### src/hw/rtl/sswfm_pkg.sv
// Shared types and constants for the SPI to single-wire frame mux.
package sswfm_pkg;

  localparam int QUEUE_BITS_DEF = 32;
  localparam int CHUNK_BITS_DEF = 24;
  localparam int HDR_BITS       = 8;
  localparam int LEN_BITS       = 5;
  localparam int BODY_BITS      = (2 ** LEN_BITS) - 1;
  localparam int HDR_CNT_W      = $clog2(HDR_BITS + 1);

  typedef enum logic [1:0] {
    MODE_RISE  = 2'd0,
    MODE_FALL  = 2'd1,
    MODE_SLOT  = 2'd2,
    MODE_SPARE = 2'd3
  } mode_t;

  typedef enum logic [1:0] {
    ACT_NONE = 2'd0,
    ACT_SENT = 2'd1,
    ACT_POLL = 2'd2,
    ACT_SKIP = 2'd3
  } action_t;

  typedef struct packed {
    logic [1:0] mode;
    logic       mosi_bit;
    logic       reply_present;
    logic       reply_bit;
  } item_t;

  typedef struct packed {
    logic       miso_bit;
    logic       slot_channel;
    logic [1:0] slot_action;
    logic       sent_bit;
    logic       bit_stored;
    logic       overflow_flag;
  } result_t;

endpackage

### src/hw/rtl/sswfm_in_reg.sv
// Input register stage: holds one accepted event until the core takes it.
module sswfm_in_reg import sswfm_pkg::*; (
  input  logic  clk,
  input  logic  rst,
  input  logic  in_valid,
  output logic  in_ready,
  input  item_t in_item,
  input  logic  advance,
  output logic  item_valid,
  output item_t item
);

  logic  valid_q;
  item_t item_q;

  assign in_ready   = !valid_q || advance;
  assign item_valid = valid_q;
  assign item       = item_q;

  always_ff @(posedge clk) begin
    if (rst) begin
      valid_q <= 1'b0;
    end else if (in_valid && in_ready) begin
      valid_q <= 1'b1;
    end else if (advance) begin
      valid_q <= 1'b0;
    end
  end

  always_ff @(posedge clk) begin
    if (rst) begin
      item_q <= '0;
    end else if (in_valid && in_ready) begin
      item_q <= in_item;
    end
  end

endmodule

### src/hw/rtl/sswfm_core.sv
// Frame collection, per-channel queues, MISO shifter and slot service logic.
module sswfm_core import sswfm_pkg::*; #(
  parameter int QUEUE_BITS = QUEUE_BITS_DEF,
  parameter int CHUNK_BITS = CHUNK_BITS_DEF
) (
  input  logic    clk,
  input  logic    rst,
  input  logic    fire,
  input  item_t   item,
  output result_t res
);

  localparam int QCW  = $clog2(QUEUE_BITS + 1);
  localparam int CW   = $clog2(CHUNK_BITS + 1);
  localparam int MW   = (QCW > CW) ? QCW : CW;
  localparam int SW   = ((QCW > LEN_BITS) ? QCW : LEN_BITS) + 1;
  localparam int TXW  = HDR_BITS + CHUNK_BITS;
  localparam int TXCW = $clog2(TXW + 1);
  localparam int AW   = QUEUE_BITS + BODY_BITS;

  logic [TXW-1:0]        tx_shift, tx_shift_next;
  logic [TXCW-1:0]       tx_count, tx_count_next;
  logic [HDR_BITS-1:0]   hdr_shift, hdr_shift_next;
  logic [HDR_CNT_W-1:0]  hdr_count, hdr_count_next;
  logic [BODY_BITS-1:0]  body_shift, body_shift_next;
  logic [LEN_BITS-1:0]   body_count, body_count_next;
  logic [QUEUE_BITS-1:0] send_q [2];
  logic [QUEUE_BITS-1:0] send_q_next [2];
  logic [QCW-1:0]        send_cnt [2];
  logic [QCW-1:0]        send_cnt_next [2];
  logic [QUEUE_BITS-1:0] recv_st [2];
  logic [QUEUE_BITS-1:0] recv_st_next [2];
  logic [QCW-1:0]        recv_cnt [2];
  logic [QCW-1:0]        recv_cnt_next [2];
  logic                  cur_ch, cur_ch_next;
  logic                  ovf, ovf_next;

  always_comb begin
    logic                         who;
    logic [1:0]                   ch;
    logic [LEN_BITS-1:0]          bc_new;
    logic [SW-1:0]                sum;
    logic [AW-1:0]                app;
    logic [QUEUE_BITS-1:0]        rs;
    logic [QCW-1:0]               rc;
    logic [QUEUE_BITS+CHUNK_BITS-1:0] rs_wide;
    logic [MW-1:0]                n_m;
    logic [CW-1:0]                n_c;
    logic [CHUNK_BITS-1:0]        data;

    tx_shift_next   = tx_shift;
    tx_count_next   = tx_count;
    hdr_shift_next  = hdr_shift;
    hdr_count_next  = hdr_count;
    body_shift_next = body_shift;
    body_count_next = body_count;
    send_q_next     = send_q;
    send_cnt_next   = send_cnt;
    recv_st_next    = recv_st;
    recv_cnt_next   = recv_cnt;
    cur_ch_next     = cur_ch;
    ovf_next        = ovf;
    who     = ~cur_ch;
    ch      = hdr_shift[7:6];
    bc_new  = body_count + LEN_BITS'(1);
    sum     = '0;
    app     = '0;
    rs      = '0;
    rc      = '0;
    rs_wide = '0;
    n_m     = '0;
    n_c     = '0;
    data    = '0;
    res     = '0;

    unique case (mode_t'(item.mode))
      MODE_RISE: begin
        if (tx_count != '0) begin
          res.miso_bit  = tx_shift[0];
          tx_shift_next = tx_shift >> 1;
          tx_count_next = tx_count - TXCW'(1);
        end
      end
      MODE_FALL: begin
        if (hdr_count == '0 && !item.mosi_bit) begin
          // idle line: ignore
        end else if (hdr_count < HDR_CNT_W'(HDR_BITS)) begin
          hdr_shift_next[hdr_count[$clog2(HDR_BITS)-1:0]] = item.mosi_bit;
          hdr_count_next = hdr_count + HDR_CNT_W'(1);
          if (hdr_count_next == HDR_CNT_W'(HDR_BITS) &&
              hdr_shift_next[LEN_BITS:1] == '0) begin
            hdr_shift_next = '0;
            hdr_count_next = '0;
          end
        end else begin
          body_shift_next[body_count] = item.mosi_bit;
          body_count_next = bc_new;
          if (bc_new >= hdr_shift[LEN_BITS:1]) begin
            for (int c = 0; c < 2; c++) begin
              if (ch == 2'(c)) begin
                sum = SW'(send_cnt[c]) + SW'(bc_new);
                if (sum > SW'(QUEUE_BITS)) begin
                  ovf_next = 1'b1;
                end else begin
                  app = AW'(body_shift_next) << send_cnt[c];
                  send_q_next[c]   = send_q[c] | app[QUEUE_BITS-1:0];
                  send_cnt_next[c] = QCW'(sum);
                end
              end
            end
            hdr_shift_next  = '0;
            hdr_count_next  = '0;
            body_shift_next = '0;
            body_count_next = '0;
          end
        end
      end
      MODE_SLOT: begin
        cur_ch_next      = who;
        res.slot_channel = who;
        for (int c = 0; c < 2; c++) begin
          if (who == 1'(c)) begin
            rs = recv_st[c];
            rc = recv_cnt[c];
            if (tx_count == '0 && rc != '0) begin
              n_m = (MW'(rc) > MW'(CHUNK_BITS)) ? MW'(CHUNK_BITS) : MW'(rc);
              n_c = CW'(n_m);
              rs_wide = (QUEUE_BITS + CHUNK_BITS)'(rs);
              for (int i = 0; i < CHUNK_BITS; i++) begin
                data[i] = rs_wide[i] && (CW'(i) < n_c);
              end
              tx_shift_next = {data, 1'b0, who, LEN_BITS'(n_c), 1'b1};
              tx_count_next = TXCW'(HDR_BITS) + TXCW'(n_c);
              rc = rc - QCW'(n_m);
              rs = rs >> QCW'(n_m);
            end
            if (send_cnt[c] != '0) begin
              res.slot_action  = ACT_SENT;
              res.sent_bit     = send_q[c][0];
              send_q_next[c]   = send_q[c] >> 1;
              send_cnt_next[c] = send_cnt[c] - QCW'(1);
            end else if (rc >= QCW'(QUEUE_BITS)) begin
              res.slot_action = ACT_SKIP;
            end else begin
              res.slot_action = ACT_POLL;
              if (item.reply_present) begin
                rs = rs | (QUEUE_BITS'(item.reply_bit) << rc);
                rc = rc + QCW'(1);
                res.bit_stored = 1'b1;
              end
            end
            recv_st_next[c]  = rs;
            recv_cnt_next[c] = rc;
          end
        end
      end
      MODE_SPARE: begin
        // no state change
      end
    endcase

    res.overflow_flag = ovf_next;
  end

  always_ff @(posedge clk) begin
    if (rst) begin
      tx_shift   <= '0;
      tx_count   <= '0;
      hdr_shift  <= '0;
      hdr_count  <= '0;
      body_shift <= '0;
      body_count <= '0;
      send_q     <= '{default: '0};
      send_cnt   <= '{default: '0};
      recv_st    <= '{default: '0};
      recv_cnt   <= '{default: '0};
      cur_ch     <= 1'b0;
      ovf        <= 1'b0;
    end else if (fire) begin
      tx_shift   <= tx_shift_next;
      tx_count   <= tx_count_next;
      hdr_shift  <= hdr_shift_next;
      hdr_count  <= hdr_count_next;
      body_shift <= body_shift_next;
      body_count <= body_count_next;
      send_q     <= send_q_next;
      send_cnt   <= send_cnt_next;
      recv_st    <= recv_st_next;
      recv_cnt   <= recv_cnt_next;
      cur_ch     <= cur_ch_next;
      ovf        <= ovf_next;
    end
  end

  a_ovf_sticky: assert property (@(posedge clk) disable iff (rst)
    ovf |=> ovf)
    else $error("overflow flag cleared outside reset");

  a_send_bound: assert property (@(posedge clk) disable iff (rst)
    send_cnt[0] <= QCW'(QUEUE_BITS) && send_cnt[1] <= QCW'(QUEUE_BITS))
    else $error("send queue count beyond capacity");

  a_recv_bound: assert property (@(posedge clk) disable iff (rst)
    recv_cnt[0] <= QCW'(QUEUE_BITS) && recv_cnt[1] <= QCW'(QUEUE_BITS))
    else $error("receive store count beyond capacity");

  a_body_after_hdr: assert property (@(posedge clk) disable iff (rst)
    body_count != '0 |-> hdr_count == HDR_CNT_W'(HDR_BITS))
    else $error("body bits collected without a full header");

  a_tx_bound: assert property (@(posedge clk) disable iff (rst)
    tx_count <= TXCW'(TXW))
    else $error("MISO count beyond shifter width");

endmodule

### src/hw/rtl/sswfm_out_reg.sv
// Result register: holds one result until the output transaction completes.
module sswfm_out_reg import sswfm_pkg::*; (
  input  logic    clk,
  input  logic    rst,
  input  logic    fire,
  input  result_t res_in,
  output logic    advance,
  output logic    out_valid,
  input  logic    out_ready,
  output result_t res_out
);

  logic    valid_q;
  result_t res_q;

  assign advance   = !valid_q || out_ready;
  assign out_valid = valid_q;
  assign res_out   = res_q;

  always_ff @(posedge clk) begin
    if (rst) begin
      valid_q <= 1'b0;
    end else if (fire) begin
      valid_q <= 1'b1;
    end else if (out_ready) begin
      valid_q <= 1'b0;
    end
  end

  always_ff @(posedge clk) begin
    if (fire) begin
      res_q <= res_in;
    end
  end

endmodule

### src/hw/rtl/spi_to_single_wire_frame_mux_unit.sv
// Top level of the SPI to single-wire frame mux.
// Path: an accepted transaction waits in the input register until the core fires, and
// its result is then loaded into the result register.
// Throughput: one event per cycle while out_ready is high; the input register and result
// register each hold one transaction, so one input is taken while a result waits.
// Reset: synchronous rst clears all queues, counters, shifters and the overflow flag.
module spi_to_single_wire_frame_mux_unit import sswfm_pkg::*; #(
  parameter int QUEUE_BITS = QUEUE_BITS_DEF,
  parameter int CHUNK_BITS = CHUNK_BITS_DEF
) (
  input  logic       clk,
  input  logic       rst,
  input  logic       in_valid,
  output logic       in_ready,
  input  logic [1:0] mode,
  input  logic       mosi_bit,
  input  logic       reply_present,
  input  logic       reply_bit,
  output logic       out_valid,
  input  logic       out_ready,
  output logic       miso_bit,
  output logic       slot_channel,
  output logic [1:0] slot_action,
  output logic       sent_bit,
  output logic       bit_stored,
  output logic       overflow_flag
);

  item_t   in_item;
  item_t   item;
  logic    item_valid;
  logic    advance;
  logic    fire;
  result_t res;
  result_t res_out;

  assign in_item = '{mode: mode, mosi_bit: mosi_bit, reply_present: reply_present,
                     reply_bit: reply_bit};
  assign fire    = item_valid && advance;

  sswfm_in_reg u_in_reg (
    .clk        (clk),
    .rst        (rst),
    .in_valid   (in_valid),
    .in_ready   (in_ready),
    .in_item    (in_item),
    .advance    (advance),
    .item_valid (item_valid),
    .item       (item)
  );

  sswfm_core #(
    .QUEUE_BITS (QUEUE_BITS),
    .CHUNK_BITS (CHUNK_BITS)
  ) u_core (
    .clk  (clk),
    .rst  (rst),
    .fire (fire),
    .item (item),
    .res  (res)
  );

  sswfm_out_reg u_out_reg (
    .clk       (clk),
    .rst       (rst),
    .fire      (fire),
    .res_in    (res),
    .advance   (advance),
    .out_valid (out_valid),
    .out_ready (out_ready),
    .res_out   (res_out)
  );

  assign miso_bit      = res_out.miso_bit;
  assign slot_channel  = res_out.slot_channel;
  assign slot_action   = res_out.slot_action;
  assign sent_bit      = res_out.sent_bit;
  assign bit_stored    = res_out.bit_stored;
  assign overflow_flag = res_out.overflow_flag;

endmodule
### config.mk
export PLATFORM = sky130hd
export DESIGN_NAME = spi_to_single_wire_frame_mux_unit
export DESIGN_NICKNAME = d
export VERILOG_FILES = /design/src/hw/rtl/sswfm_pkg.sv /design/src/hw/rtl/sswfm_in_reg.sv /design/src/hw/rtl/sswfm_core.sv /design/src/hw/rtl/sswfm_out_reg.sv /design/src/hw/rtl/spi_to_single_wire_frame_mux_unit.sv
export SDC_FILE = /design/constraint.sdc
export NUM_CORES = 1
export LEC_CHECK = 0
export BUFFER_PORTS_ARGS = -buffer_cell sky130_fd_sc_hd__buf_4
export CORE_UTILIZATION = 40
export CTS_CLUSTER_DIAMETER = 60
export DETAILED_ROUTE_END_ITERATION = 10
export PLACE_DENSITY = 0.56
export SYNTH_ARGS = -nofsm -noshare
export SYNTH_HDL_FRONTEND = slang
export SYNTH_SLANG_ARGS = --single-unit
### constraint.sdc
create_clock -name clk -period 4.9 [get_ports clk]
set_input_delay 0.98 -clock clk [delete_from_list [all_inputs] [get_ports clk]]
set_output_delay 0.98 -clock clk [all_outputs]
set_load 0.05 [all_outputs]
Word level (Yosys, flattened, before mapping)
Cells that the tools add are included.

Register bits: 254. Bits of input ports: 9. Output and inout port bits: 9. Word-level logic and storage cells: 317.

Add/subtract/negate cells: 13. Multiplexer cells: 102. Equality and inequality tests: 16. Reductions and logical operators: 85. Shift operators: 6. Bitwise gates (word level): 7. Magnitude comparators: 60.

Operators with widths (count): 2-to-1 mux 32 bit (25); 2-to-1 mux 64 bit (3); 2-to-1 mux 6 bit (27); OR 32 bit (4); case mux 64 bit (2 select lines) (1); less-than comparator 4 x 5 -> 1 bit (first input constant) (16); less-than comparator 5 bit (first input constant) (16); case mux 32 bit (2 select lines) (1); left shift 1 x 6 -> 32 bit (2); left shift 31 x 6 -> 32 bit (2); right shift 32 x 6 -> 32 bit (2); logical AND 1 bit (56); less-than comparator 3 x 5 -> 1 bit (first input constant) (8); 2-to-1 mux 12 bit (3); bitwise mux 31 bit (1); 2-to-1 mux 31 bit (1); nonzero test 6 bit (5); 2-to-1 mux 1 bit (24); 2-to-1 mux 8 bit (3); case mux 12 bit (2 select lines) (1); less-than comparator 1 x 5 -> 1 bit (first input constant) (4); less-than comparator 2 x 5 -> 1 bit (first input constant) (4); 2-to-1 mux 4 bit (5); AND reduction 9 bit (2); 38 further kinds (73).

Depth between registers and ports, before layout
Gate-level depths: netlist (run 1).

Depth after elaboration: 14. Gate-level depth with buffers: 15. Depth with buffers taken out: 12.

Hierarchy
A second synthesis (run 1) with hierarchy kept.

Cells, all modules: 2699. Area total of the unflattened synthesis: 20355.8 um2.

By module, submodules not included: sswfm_core (times used 1, cells each 2661, seq. area each 4784.6 um2, area an instance 19834.0 um2); sswfm_in_reg (times used 1, cells each 26, seq. area each 120.1 um2, area an instance 259.0 um2); sswfm_out_reg (times used 1, cells each 11, seq. area each 230.2 um2, area an instance 256.5 um2); spi_to_single_wire_frame_mux_unit (times used 1, cells each 1, seq. area each 0.0 um2, area an instance 6.3 um2).

Worst setup path before layout (run 1)
No wires, ideal clock.

Path type: register to register. Start point: reg u_core.send_cnt[1] (netlist bit). End point: reg u_core.send_q[19] (netlist bit). Required time: 4762 ps. Path buffers: 4. Data arrival time: 3506 ps. Library setup time: 138 ps. Period minus slack after synthesis: 3644 ps. Path slack: 1256 ps. Cell stages (with the launch flop): 15. Cell sequence: dfxtp_1 -> clkbuf_1 -> inv_1 -> clkbuf_1 -> clkbuf_1 -> fa_1 -> nand2b_1 -> a21oi_1 -> nor3_1 -> mux2_2 -> or2_2 -> a31oi_1 -> or3_1 -> clkbuf_1 -> o221ai_1.

Word-level cells in the longest chain between the ends: 8. Elaborated cells on any way between the ends: 14. Those cells by class: add/sub (1); order compare (1); eq/ne (2); shift (1); mux (6); bitwise (1); reduce/logical (2).

RTL lines: start, declared (line sswfm_core.sv:29) `logic [QCW-1:0] send_cnt [2];`; start signal, assigned (line sswfm_core.sv:187) `send_cnt <= send_cnt_next;`; left shift 31 x 6 -> 32 bit (line sswfm_core.sv:105) `app = AW'(body_shift_next) << send_cnt[c];`; OR 32 bit (line sswfm_core.sv:106) `send_q_next[c] = send_q[c] | app[QUEUE_BITS-1:0];`; 2-to-1 mux 32 bit (line sswfm_core.sv:102) `if (sum > SW'(QUEUE_BITS)) begin`; 2-to-1 mux 32 bit (line sswfm_core.sv:100) `if (ch == 2'(c)) begin`; 2-to-1 mux 64 bit (line sswfm_core.sv:98) `if (bc_new >= hdr_shift[LEN_BITS:1]) begin`; 2-to-1 mux 64 bit (line sswfm_core.sv:87) `end else if (hdr_count < HDR_CNT_W'(HDR_BITS)) begin`; 2-to-1 mux 64 bit (line sswfm_core.sv:85) `if (hdr_count == '0 && !item.mosi_bit) begin`; case mux 64 bit (2 select lines) (line sswfm_core.sv:76) `unique case (mode_t'(item.mode))`; end signal, assigned (line sswfm_core.sv:186) `send_q <= send_q_next;`; end, declared (line sswfm_core.sv:27) `logic [QUEUE_BITS-1:0] send_q [2];`.

Several ways; a longest one is shown, not always the timed one. The select of a mux whose other input is x is not followed. A chain may end at the register's enable or synchronous reset.

Worst setup path after layout (run 1)
Start point: reg u_core.body_count[0]. End point: reg u_core.send_cnt[5] (netlist bit).

Word-level cells in the longest chain between the ends: 8. Elaborated cells on any way between the ends: 13. Those cells by class: add/sub (2); order compare (2); eq/ne (2); mux (6); reduce/logical (1).

RTL lines: start, declared (line sswfm_core.sv:26) `logic [LEN_BITS-1:0] body_count, body_count_next;`; start signal, assigned (line sswfm_core.sv:185) `body_count <= body_count_next;`; adder 5 x 1 -> 5 bit * (line sswfm_core.sv:65) `bc_new = body_count + LEN_BITS'(1);`; parallel branches: the longest is 7 deep, another holds adder 6 x 5 -> 7 bit.

Mark *: on every way between the ends. The select of a mux whose other input is x is not followed.

==> results.json, run 1 <==
{
  "drt-initial-drc-count": 2861,
  "grt_start_max_net_pins": 109,
  "clock_skew_ns": 0.03705,
  "drv_slew": 0,
  "crit_path_end": "u_core.send_cnt[5]",
  "critPathLaunchType": "flip-flop",
  "clkSlewWorstSetupHoldPaths_ns": 0.06,
  "finalHoldViolations": 0,
  "holdBufCountCts": 0,
  "num_vias": 22115,
  "yosys_most_used_dff": "dfxtp_1",
  "viasPerCell": 6.667,
  "antenna_found_initial": 0,
  "ys_warn_count": 0,
  "rsz0062_at_grt": "false",
  "outcome": "finished, violations left",
  "drive_gt1_share_pct": 10.47,
  "worst_pin_slew_ns": 1.218,
  "clk_path_buf_depth": 3,
  "finalSetupTns_ns": 0,
  "nets": 2676,
  "synth_top_cells_by_area": "dfxtp_1 24%, mux2i_1 8.5%, nor2_1 5.6%",
  "wl_per_cell_um": 24.64,
  "period_needed_ns": 3.895,
  "synth_edf_count": 7,
  "ant_nets": 0,
  "crit_required_ns": 5.33,
  "htreeDepth": 2,
  "yosys.area.top_type": "dfxtp_1",
  "drc": 1,
  "rr_endpoint": "u_core.send_cnt[5]",
  "power_leakage_uw": 0.008104,
  "netlist_top_cells_count": "304 x nor2_1, 299 x nand2_1, 246 x dfxtp_1",
  "synth.most_common_cell": "nor2_1",
  "dieArea_sq_um": 51830,
  "cts_made_buffers": 38,
  "hp-class": "flip-flop to flip-flop",
  "slew_headroom_pct": 17.91,
  "reg2reg_depth": 11,
  "hold_slack_ns": 0.4535,
  "n_antenna_cell": 0,
  "setup_violations": 0,
  "reg2reg_from": "u_core.body_count[0]",
  "peakVddDrop_v": 0.0002464,
  "layout_worst_path_cycle_share_pct": 79.49,
  "ys_ff_latch": 253,
  "violations": "design-rule violations",
  "overflow": 0,
  "place_ws_ns": 0.9554,
  "pwr_density_cell_nw_per_um2": 242.1,
  "synth_top_cell_area_share_pct": 24.18,
  "grt_usage_pct": 31.02,
  "die_w_um": 227.7,
  "insertion_delay_ns": 0.58,
  "stdcell_area_sq_um": 22460,
  "hpwl_mm": 57.25,
  "clock-sinks": 253,
  "drv_cap": 0,
  "wl_mm": 81.72,
  "syn_inst": 2702,
  "tritoncts": "built",
  "critPathLaunch": "u_core.body_count[0]",
  "coreArea_sq_um": 50170,
  "rows": 82,
  "r2r_slack_ns": 1.00,
  "cp-end-kind": "flip-flop",
  "place_area_sq_um": 21180,
  "grt_pass1_wl_mm": 125.1,
  "root_buffer": "clkbuf_16",
  "yosysSeqAreaShare_pct": 25.21,
  "dr.pass1.iters": 10,
  "grt_pass1_vias": 20709,
  "start_util_pct": 40.60,
  "ys_async_sr_fraction_pct": 0,
  "setup_ws_ns": 1.005,
  "crit_path_top_delay_cell": "a21oi_1",
  "postCtsSetupBuffers": 0,
  "gp_congestion": 0.9611,
  "io_buffers": 17,
  "avgSynthCellArea_sq_um": 7.539,
  "path_cells": "ha_1 -> nand3_1 -> xnor2_1 -> ha_1 -> o21ai_0 -> nand4b_1 -> nor3_1 -> o21ai_0 -> a21oi_1 -> o311ai_0 -> mux2_2",
  "cp_max_fo": 11,
  "synth_cell_types": 100,
  "syn_area_sq_um": 20370,
  "slowest_delay_ns": 0.69,
  "die_height_um": 227.7,
  "area_delta_synth_final_pct": 10.26,
  "critical_path_class": "flip-flop to flip-flop",
  "fmax_mhz": 256.7,
  "cts_resized": 0,
  "critPathArrivalTime_ns": 4.33,
  "io_pins": 18
}
[registers in the layout, summed over array words and instances (netlist names), 7 cells and up]
signal	count
u_core.body_shift	31
u_core.tx_shift	32
u_out_reg.res_out	7
u_core.hdr_shift	7
u_core.send_q	64
u_core.recv_st	64
u_core.recv_cnt	12
u_core.send_cnt	12
[layer usage]
metal  vias to the layer above  track usage (%)  wire length, um
li1                      10029                -                -
met1                     10602            42.20            34400
met2                      1282            49.11            37090
met3                       202            4.101             6966
met4                         0            13.25             3265
met5                         -                0                0
[cell usage in the layout (no fill, tap or decap), types with 19 or more instances in the layout]
cell and count:
mux2_2 42, a211oi_1 66, mux2i_1 174, nand2_1 299
a221oi_1 41, o21ai_0 149, mux4_2 32, o211ai_1 19
dfxtp_1 245, nor3_1 87, a21oi_1 217, clkbuf_16 41
o22ai_1 39, buf_4 99, inv_1 52, nand3_1 86
nor2_1 300, a22o_1 23, a31oi_1 34, o21ai_1 43
and3_1 34, a22oi_1 100, ha_1 43
[worst max-delay path: cells and delay by family, from the launching register on]
family                   cells  cell delay (ns)
adder cells (fa/ha/maj)      2             0.78
AO/OA/AOI/OAI                4             1.30
flip-flops                   1             0.45
XOR/XNOR                     1             0.43
AND/OR/NAND/NOR              3             0.48
multiplexers                 1             0.33
[kinds of logic (layout without fill, tap and decap cells)]
group	after synthesis	in the layout	synth area share [%]
other	2	3	0.03687
buffers and inverters	285	227	5.473
xor gates and xnor gates	18	18	0.7739
AOI/OAI and AO/OA	911	911	29.72
DFF	253	253	25.21
and+or+nand+nor	935	935	21.26
adders and majority gates	45	45	2.838
muxes	253	253	14.70
[area by class of cell]
type	count	area, sq um
clock buffers	48	1092
fillers	5055	27710
well taps	672	840.8
repair buffers	101	774.5
inverters	63	236.5
multi-input cells	2165	14190
clock inverters	15	193.9
flip-flops and latches	253	5136
[worst min path at each step]
stage / from / slack (ns) / depth (start not counted) / endpoint
floorplan: u_core.send_q[32] / 0.42 / 2 / u_core.send_q[32]
global placement: u_core.send_q[34] / 0.43 / 2 / u_core.send_q[34]
detailed placement: u_core.send_q[2] / 0.44 / 2 / u_core.send_q[2]
CTS: u_core.send_q[43] / 0.46 / 2 / u_core.send_q[43]
global route: u_core.send_q[43] / 0.47 / 2 / u_core.send_q[43]
finish: u_core.send_q[8] / 0.45 / 2 / u_core.send_q[8]
[through the flow]
| step | utilization, % | total power (uW) | cells |
|---|---|---|---|
| after detailed placement | 42.21 | 2580 | 3254 |
| final | 44.77 | 5438 | 3317 |
| after CTS | 44.77 | 5462 | 3317 |
| after floorplan | - | 2430 | 2703 |
| after global placement | 42.21 | 2579 | 3254 |
| after global routing | 44.77 | 5571 | 3317 |
[where the power goes]
group	leakage (uW)	internal, uW	total, uW	switching (uW)
Combinational	0.00542	116	417	301
Clock	0.000631	1780	2890	1110
Sequential	0.00205	2090	2130	35.9
No activity file was read; power rests on OpenSTA's default activity.
==> inputs of run 2 (changes only) <==
--- a/config.mk
+++ b/config.mk
@@ -5,11 +5,12 @@
 export SDC_FILE = /design/constraint.sdc
 export NUM_CORES = 1
 export LEC_CHECK = 0
+export ABC_AREA = 1
 export BUFFER_PORTS_ARGS = -buffer_cell sky130_fd_sc_hd__buf_4
 export CORE_UTILIZATION = 40
 export CTS_CLUSTER_DIAMETER = 60
 export DETAILED_ROUTE_END_ITERATION = 10
-export PLACE_DENSITY = 0.56
+export PLACE_DENSITY = 0.58
 export SYNTH_ARGS = -nofsm -noshare
 export SYNTH_HDL_FRONTEND = slang
 export SYNTH_SLANG_ARGS = --single-unit
==> constraint.sdc (replaced) <==
create_clock -name clk -period 3.4 [get_ports clk]
set_input_delay 0.68 -clock clk [delete_from_list [all_inputs] [get_ports clk]]
set_output_delay 0.68 -clock clk [all_outputs]
set_load 0.05 [all_outputs]
==> run 2 against run 1 <==
The flow now finishes without violations. Synthesized cell count grew 34%. Critical endpoint is now u_core.send_q[8]. Clock skew down 0.018 ns. First-iteration DRC count decreased by 0.77%. Largest power group unchanged. Clock power up 46%.
==> results.json, run 2 <==
{
  "num_vias": 25064,
  "period_needed_ns": 3.099,
  "slew_headroom_pct": 44.34,
  "postCtsSetupBuffers": 0,
  "grt_usage_pct": 29.90,
  "outcome": "completed",
  "yosys.area.top_type": "dfxtp_1",
  "cts_made_buffers": 38,
  "tritoncts": "built",
  "hpwl_mm": 58.19,
  "cts_resized": 0,
  "grt_pass1_wl_mm": 128.7,
  "dr.pass1.iters": 6,
  "dieArea_sq_um": 53760,
  "wl_mm": 81.54,
  "syn_area_sq_um": 21130,
  "peakVddDrop_v": 0.0003825,
  "gp_congestion": 0.9896,
  "drv_cap": 0,
  "grt_start_max_net_pins": 83,
  "antenna_found_initial": 0,
  "io_buffers": 17,
  "start_util_pct": 40.86,
  "ys_warn_count": 0,
  "drive_gt1_share_pct": 8.055,
  "fin_cells": 4243,
  "netlist_top_cells_count": "968 x nand2_1, 925 x nand3_1, 279 x a21oi_1",
  "layout_worst_path_cycle_share_pct": 91.13,
  "yosysSeqAreaShare_pct": 24.30,
  "rsz0062_at_grt": "false",
  "clk_path_buf_depth": 3,
  "area_delta_synth_final_pct": 10.06,
  "dp_cells": 4174,
  "worst_pin_slew_ns": 0.8261,
  "coreArea_sq_um": 51720,
  "setup_violations": 0,
  "crit_path_top_delay_cell": "dfxtp_2",
  "overflow": 0,
  "drv_slew": 0,
  "insertion_delay_ns": 0.57,
  "syn_inst": 3620,
  "htreeDepth": 2,
  "die_height_um": 231.9,
  "synth_cell_types": 61,
  "clock_skew_ns": 0.01866,
  "critical_path_class": "flip-flop to flip-flop",
  "root_buffer": "clkbuf_16",
  "synth_top_cells_by_area": "dfxtp_1 23%, nand3_1 22%, nand2_1 17%",
  "synth.most_common_cell": "nand2_1",
  "yosys_most_used_dff": "dfxtp_1",
  "ys_ff_latch": 253,
  "top_regs": "u_core.recv_st x64, u_core.send_q x64, u_core.tx_shift x32",
  "clkSlewWorstSetupHoldPaths_ns": 0.06,
  "nets": 3589,
  "cp-end-kind": "flip-flop",
  "io_pins": 18,
  "n_fill_cell": 5655,
  "grt_pass1_vias": 23030,
  "synth_edf_count": 7,
  "ant_nets": 0,
  "drt-initial-drc-count": 2839,
  "hold_slack_ns": 0.4011,
  "power_leakage_uw": 0.009729,
  "crit_required_ns": 3.89,
  "die_w_um": 231.9,
  "holdBufCountCts": 0,
  "critPathArrivalTime_ns": 3.59,
  "cp_max_fo": 10,
  "layout_commonest_cell": "nand2_1",
  "pwr_density_cell_nw_per_um2": 366.4,
  "layout_common_cells": "966 x nand2_1, 924 x nand3_1, 277 x a21oi_1",
  "rows": 83,
  "critPathLaunchType": "flip-flop",
  "clock-sinks": 253,
  "fmax_mhz": 322.7,
  "n_antenna_cell": 0,
  "slowest_delay_ns": 0.36,
  "ys_async_sr_fraction_pct": 0,
  "hp-class": "input port to flip-flop",
  "path_cells": "ha_2 -> nand2_1 -> inv_1 -> nor2_1 -> buf_4 -> ha_1 -> a21oi_1 -> o21a_1 -> nor2b_1 -> nand3_1 -> nand3_2 -> inv_2 -> nand2_1 -> buf_4 -> nor3_4 -> a21oi_1 -> nor2_1",
  "finalSetupTns_ns": 0,
  "synth_top_cell_area_share_pct": 23.30,
  "viasPerCell": 5.907,
  "finalHoldViolations": 0,
  "avgSynthCellArea_sq_um": 5.838,
  "drc": 0,
  "wl_per_cell_um": 19.22
}
[run 2: cell types whose count changed after synthesis, sizes merged, moves of 66 or more]
| cell | before | now |
|---|---|---|
| nand4 | 17 | 98 |
| inv | 58 | 240 |
| mux2i | 175 | 0 |
| buf | 50 | 121 |
| nand3 | 86 | 927 |
| nand2 | 299 | 979 |
| a22oi | 100 | 8 |
| nor2 | 305 | 161 |
| a21oi | 219 | 285 |
[run 2: final timing paths]
| kind | startpoint | cells past startpoint | slack [ns] | endpoint |
|---|---|---|---|---|
| worst max register to register | u_core.body_count[1] | 17 | 0.30 | u_core.send_q[8] |
| worst max-delay path | u_core.body_count[1] | 17 | 0.30 | u_core.send_q[8] |
| worst min-delay path | mosi_bit | 3 | 0.40 | u_in_reg.item[2] |
| worst min register to register | u_core.send_q[56] | 2 | 0.45 | u_core.send_q[56] |
[run 2: logic make-up (layout without fill, tap and decap cells)]
kind of cell	after synthesis	after routing	synth area share, %
AOI/OAI and AO/OA	610	610	15.87
xor gates and xnor gates	15	15	0.6216
adders and majority gates	45	45	2.735
buffers and inverters	487	429	9.384
DFF	253	253	24.30
other	2	3	0.03554
and+or+nand+nor	2208	2208	47.05
[run 2: worst max-delay path, delay by kind of cell (launching register included)]
| kind | cells | cell delay, ns |
|---|---|---|
| compound gates | 3 | 0.37 |
| buf+inv | 4 | 0.61 |
| flops | 1 | 0.36 |
| simple gates | 8 | 1.16 |
| fa+ha+maj | 2 | 0.51 |
[run 2: routing by layer]
| layer | part of all wire (%) | vias to the layer above | GRT usage (%) |
|---|---|---|---|
| li1 | - | 12262 | - |
| met1 | 44 | 11440 | 39.91 |
| met2 | 44 | 1149 | 47.26 |
| met3 | 7.6 | 213 | 4.199 |
| met4 | 4.7 | 0 | 14.04 |
| met5 | 0 | - | 0 |
[run 2: cell type report]
class	instances	area, sq um	share of cell area [%]
Timing Repair Buffer	116	954.7	4.104
Sequential cell	253	5136	22.08
Clock inverter	15	222.7	0.9575
Inverter	245	922.1	3.964
Tap cell	680	850.8	3.658
Multi-Input combinational cell	2881	14070	60.51
Clock buffer	53	1099	4.723
[run 2: stage by stage]
stage	setup WS, ns	cell area (sq um)	utilization, %	total power (uW)
finish	0.3015	23260	44.98	8523
detailed placement	0.2141	21870	42.28	4340
global route	0.006027	23260	44.98	8840
CTS	0.1846	23190	44.84	8563
global placement	0.3329	21870	42.28	4345
floorplan	0.5493	21140	-	3979
[run 2: power breakdown]
part	internal (uW)	switching [uW]	total (uW)
Sequential	3040	52.9	3090
Combinational	340	878	1220
Clock	2640	1580	4210
Total	6020	2510	8520
